===== src/sv/ogic_pkg.sv =====
package ogic_pkg;

    localparam int DEF_MAX_ROWS = 64;
    localparam int DEF_MAX_COLS = 64;

    localparam int CFG_W   = 7;
    localparam int CRD_W   = 11;
    localparam int IN_W    = 6;
    localparam int COUNT_W = 13;

    localparam logic CFG_ROWS = 1'b0;
    localparam logic CFG_COLS = 1'b1;

    typedef struct packed {
        logic load_item;
        logic clr_wr;
        logic rd_land_cell;
        logic rd_land_nb;
        logic wr_new;
        logic rd_parent_nb;
        logic rd_parent_cur;
        logic rd_size_a;
        logic rd_size_b;
        logic union_wr;
        logic k_inc;
        logic finish;
        logic load_out;
    } cmd_t;

    typedef struct packed {
        logic clr_done;
        logic oor;
        logic land;
        logic nb_ok;
        logic at_root;
        logic same_set;
        logic k_last;
        logic out_free;
    } status_t;

endpackage


===== src/sv/ogic_ctrl.sv =====
module ogic_ctrl
(
    input  logic              clk,
    input  logic              rst_n,
    input  logic              in_valid,
    output logic              in_ready,
    input  ogic_pkg::status_t sts,
    output ogic_pkg::cmd_t    cmd
);

    localparam logic [3:0] S_CLR  = 4'd0;
    localparam logic [3:0] S_IDLE = 4'd1;
    localparam logic [3:0] S_CHK  = 4'd2;
    localparam logic [3:0] S_LCHK = 4'd3;
    localparam logic [3:0] S_NB   = 4'd4;
    localparam logic [3:0] S_NBL  = 4'd5;
    localparam logic [3:0] S_FIND = 4'd6;
    localparam logic [3:0] S_SZA  = 4'd7;
    localparam logic [3:0] S_SZB  = 4'd8;
    localparam logic [3:0] S_NEXT = 4'd9;
    localparam logic [3:0] S_FIN  = 4'd10;
    localparam logic [3:0] S_OUT  = 4'd11;

    logic [3:0] state_reg;
    logic [3:0] state_next;

    always_ff @(posedge clk or negedge rst_n)
    begin
        if (!rst_n)
        begin
            state_reg <= S_CLR;
        end
        else
        begin
            state_reg <= state_next;
        end
    end

    assign in_ready = (state_reg == S_IDLE);

    always_comb
    begin
        state_next = state_reg;
        cmd        = '0;
        case (state_reg)
            S_CLR:
            begin
                cmd.clr_wr = 1'b1;
                if (sts.clr_done)
                begin
                    state_next = S_IDLE;
                end
            end
            S_IDLE:
            begin
                if (in_valid)
                begin
                    cmd.load_item = 1'b1;
                    state_next    = S_CHK;
                end
            end
            S_CHK:
            begin
                if (sts.oor)
                begin
                    state_next = S_OUT;
                end
                else
                begin
                    cmd.rd_land_cell = 1'b1;
                    state_next       = S_LCHK;
                end
            end
            S_LCHK:
            begin
                if (sts.land)
                begin
                    state_next = S_OUT;
                end
                else
                begin
                    cmd.wr_new = 1'b1;
                    state_next = S_NB;
                end
            end
            S_NB:
            begin
                if (sts.nb_ok)
                begin
                    cmd.rd_land_nb = 1'b1;
                    state_next     = S_NBL;
                end
                else
                begin
                    state_next = S_NEXT;
                end
            end
            S_NBL:
            begin
                if (sts.land)
                begin
                    cmd.rd_parent_nb = 1'b1;
                    state_next       = S_FIND;
                end
                else
                begin
                    state_next = S_NEXT;
                end
            end
            S_FIND:
            begin
                if (!sts.at_root)
                begin
                    cmd.rd_parent_cur = 1'b1;
                end
                else if (sts.same_set)
                begin
                    state_next = S_NEXT;
                end
                else
                begin
                    cmd.rd_size_a = 1'b1;
                    state_next    = S_SZA;
                end
            end
            S_SZA:
            begin
                cmd.rd_size_b = 1'b1;
                state_next    = S_SZB;
            end
            S_SZB:
            begin
                cmd.union_wr = 1'b1;
                state_next   = S_NEXT;
            end
            S_NEXT:
            begin
                cmd.k_inc  = 1'b1;
                state_next = sts.k_last ? S_FIN : S_NB;
            end
            S_FIN:
            begin
                cmd.finish = 1'b1;
                state_next = S_OUT;
            end
            S_OUT:
            begin
                if (sts.out_free)
                begin
                    cmd.load_out = 1'b1;
                    state_next   = S_IDLE;
                end
            end
            default:
            begin
                state_next = S_IDLE;
            end
        endcase
    end

endmodule


===== config.mk =====
export PLATFORM = sky130hd
export DESIGN_NAME = ogic_ctrl
export DESIGN_NICKNAME = d
export VERILOG_FILES = /design/src/sv/ogic_pkg.sv /design/src/sv/ogic_ctrl.sv
export SDC_FILE = /design/constraint.sdc
export NUM_CORES = 1
export LEC_CHECK = 0
export BUFFER_PORTS_ARGS = -buffer_cell sky130_fd_sc_hd__buf_2
export CORE_AREA = 3 3 40 42
export DETAILED_ROUTE_END_ITERATION = 16
export DIE_AREA = 0 0 43 45
export PLACE_DENSITY_LB_ADDON = 0.1
export SLEW_MARGIN = 20
export SYNTH_ARGS = -nofsm -noshare
export SYNTH_HDL_FRONTEND = slang
export SYNTH_SLANG_ARGS = --single-unit

===== constraint.sdc =====
create_clock -name clk -period 2 [get_ports clk]
set_input_delay 0.2 -clock clk [delete_from_list [all_inputs] [get_ports clk]]
set_output_delay 0.2 -clock clk [all_outputs]
set_load 0.01 [all_outputs]

==> out/summary.txt <==
Full die area = 1940 um^2
Row cnt = 13
Setup TNS = 0 ns
FF-to-FF Start = state_reg[2]
Final Hold Vio Count = 0
Fillers = 140
CTS tree = yes
Sequential area share after synthesis = 17.9%
Clock share of power = 10.1%
Max-slew headroom = 69.5%
PwrDens = 1460 nW/um^2
Residual DRC = 0
R2r endpoint = state_reg[3]
Clock skew = 0.00478 ns
Worst R2R Path Depth = 5
Cells after Synth = 81
Setup crit end kind = output port
DRT iter0 DRCs = 30
Synth top area share = 17.9%
Crit path depth = 3
Synth Net Count = 92
Vias per cell = 5.74
FF/Latch Area = 100 um^2
Routed WL = 1740 um
EDFF count, synth = 0
Ys async rst share = 100%
Worst EP arrival = 1.64 ns
CP max FO = 15
WP data required = 1.80 ns
Syn avg cell area = 6.92 um^2
Crit path kind = flip-flop to output port
Max Clk Rate = 0.542 GHz
Share of layout cells above drive strength 1 = 34.6%
Ys flop type = dfrtp_1
Port Buffers = 24
Gpl congestion = 0.851
Cell Area, Synth = 561 um^2
First-pass GRT wire length = 2930 um
Die height = 45 um
Top delay family on crit path = simple AND/OR/NAND/NOR gates
Top Ports = 25
Worst min path class = input port to asynchronous set/reset pin
First drt pass iteration count = 4
Gr ovfl total = 0
Critical path, cell by cell = nand2b_1, nor3_1, buf_2
Layout Cells excl Fill = 122
Worst Setup SP = state_reg[0]
Commonest non-fill, non-tap cell in the layout = buf_2
Crit path to = cmd[6]
Total CTS buffers = 3
Sw Share = 49.7%
Wire length per cell = 14.2 um
CP bufs+invs = 1
H-tree Lvls = 1
R2R setup slack = 0.25 ns
Max Slew Vio Count = 0
P_int = 0.000534 W
Most frequent cells in the layout = buf_2 (24), nor2_1 (9), nor3_1 (9), buf_4 (6), nand2b_1 (5)
RSZ-0062 raised after global routing = no
Placed Cells = 118
Post-synthesis register bit count = 4
Largest net degree at the start of global routing = 16
Leakage power = 0.352 nW
Top cells by area, synth = dfrtp_1 (18%), nor3_1 (8.0%), nor2_1 (6.0%)
Yosys cell types = 32
Worst Tran Pin Value = 0.458 ns
Slowest cell on crit path = dfrtp_1
Layout Utilization = 56.8%
YS warnings = 0
Total track usage = 19.9%
Status = complete, no violations
Core Box Area = 1280 um^2
Total number of vias = 700
Initial antenna violation count = 0
Clk slew on worst S/H paths = 0.04 ns
Number of flip-flops in the largest register = 4
Clk root buf = clkbuf_4
Seq pwr share = 21.6%
Comb pwr share = 68.3%
Multi-input gate area = 402 um^2
Fin crit period = 1.84 ns
Dominant cell type by area after synthesis = dfrtp_1
Layout area overhead = 30.1%
# clock sinks = 4
Worst VDD drop = 0.000576 V
Fin crit share = 92.2%
Final setup viols = 0
Layout Nets = 120
Crit-path max cell delay = 0.53 ns
Initial Util = 43.6%
Switching pwr = 0.000529 W
Placed Area = 697 um^2
Final instance area = 729 um^2
Max Root-Sink Buffers = 2
Die width = 43 um
Antenna Nets Post-Route = 0
Clk_lat worst skew = 0.25 ns
Detail Placement HPWL = 1300 um
Startpoint Class = flip-flop
Antenna diode count = 0
MaxCap Viol Count = 0
Vias in the first global route = 643
[logic make-up after synthesis]
group / share of synthesized area [%]
buffers and inverters: 10.5
flip-flops: 17.9
AND/OR/NAND/NOR: 39.7
multiplexers: 2.68
AO/OA/AOI/OAI: 29.2
[metrics by stage]
| stage | setup slack (ns) | total power (W) | hold WS, ns |
|---|---|---|---|
| after global routing | 0.0243 | 0.00116 | 0.315 |
| after detailed placement | 0.262 | 0.000952 | 0.0108 |
| final | 0.156 | 0.00106 | 0.294 |
| after global placement | 0.281 | 0.000951 | 0.00798 |
| after floorplan | 0.375 | 0.000747 | -0.0956 |
| after CTS | 0.159 | 0.00106 | 0.287 |
[worst reg2reg max path, cell delays in order, from the launching register on]
cell	delay [ns]
dfrtp_1	0.61
mux2_4	0.35
a21oi_2	0.14
o22ai_1	0.08
o21a_1	0.18
a211o_1	0.27
[metal layers]
metal	track usage [%]	share of wire [%]	routed length, um	vias up
met2	32.6	50	863	38
met3	1.20	6.5	113	3
met4	12.0	1.6	27	0
li1	-	-	-	354
met1	25.9	42	734	305
met5	0	0	0	-
[power by group through the flow]
stage | sequential, W | combinational (W) | clock [W]
2_1_floorplan | 0.000137 | 0.000610 | 0
3_3_place_gp | 0.000231 | 0.000720 | 0
3_5_place_dp | 0.000228 | 0.000723 | 0
4_1_cts | 0.000227 | 0.000726 | 0.000110
5_1_grt | 0.000241 | 0.000803 | 0.000112
6_report | 0.000229 | 0.000726 | 0.000107
[cell usage after synthesis (2+ instances only)]
cell / n
dfrtp_1: 4
a211o_1: 3
o21ai_0: 3
nand2_1: 4
inv_1: 3
a21oi_1: 4
nor4_1: 4
nand3_1: 2
nor2_1: 9
nor2b_1: 3
nor3_1: 9
a31oi_1: 3
buf_2: 5
o22ai_1: 3
nand2b_1: 5
[what timing repair did]
action,4_1_cts,5_1_grt
buffers inserted,0,0
resized for setup,0,0
endpoints found under the hold margin,4,0
hold buffers,1,0
[worst min path at each step]
stage / from / endpoint / slack (ns) / cells past startpoint
global placement: rst_n / state_reg[0] / 0.008 / 1
detailed placement: rst_n / state_reg[0] / 0.01 / 1
global route: rst_n / state_reg[3] / 0.31 / 2
finish: rst_n / state_reg[3] / 0.29 / 2
CTS: rst_n / state_reg[3] / 0.29 / 2
floorplan: rst_n / state_reg[0] / -0.1 / 0
[area by class of cell]
type                            instances  share of cell area [%]
Multi-Input combinational cell         66                    55.1
Timing Repair Buffer                   31                    24.0
Sequential cell                         4                    13.7
Clock buffer                            3                    3.09
Tap cell                               15                    2.57
Inverter                                3                    1.54
Power figures use the tool's default switching activity.
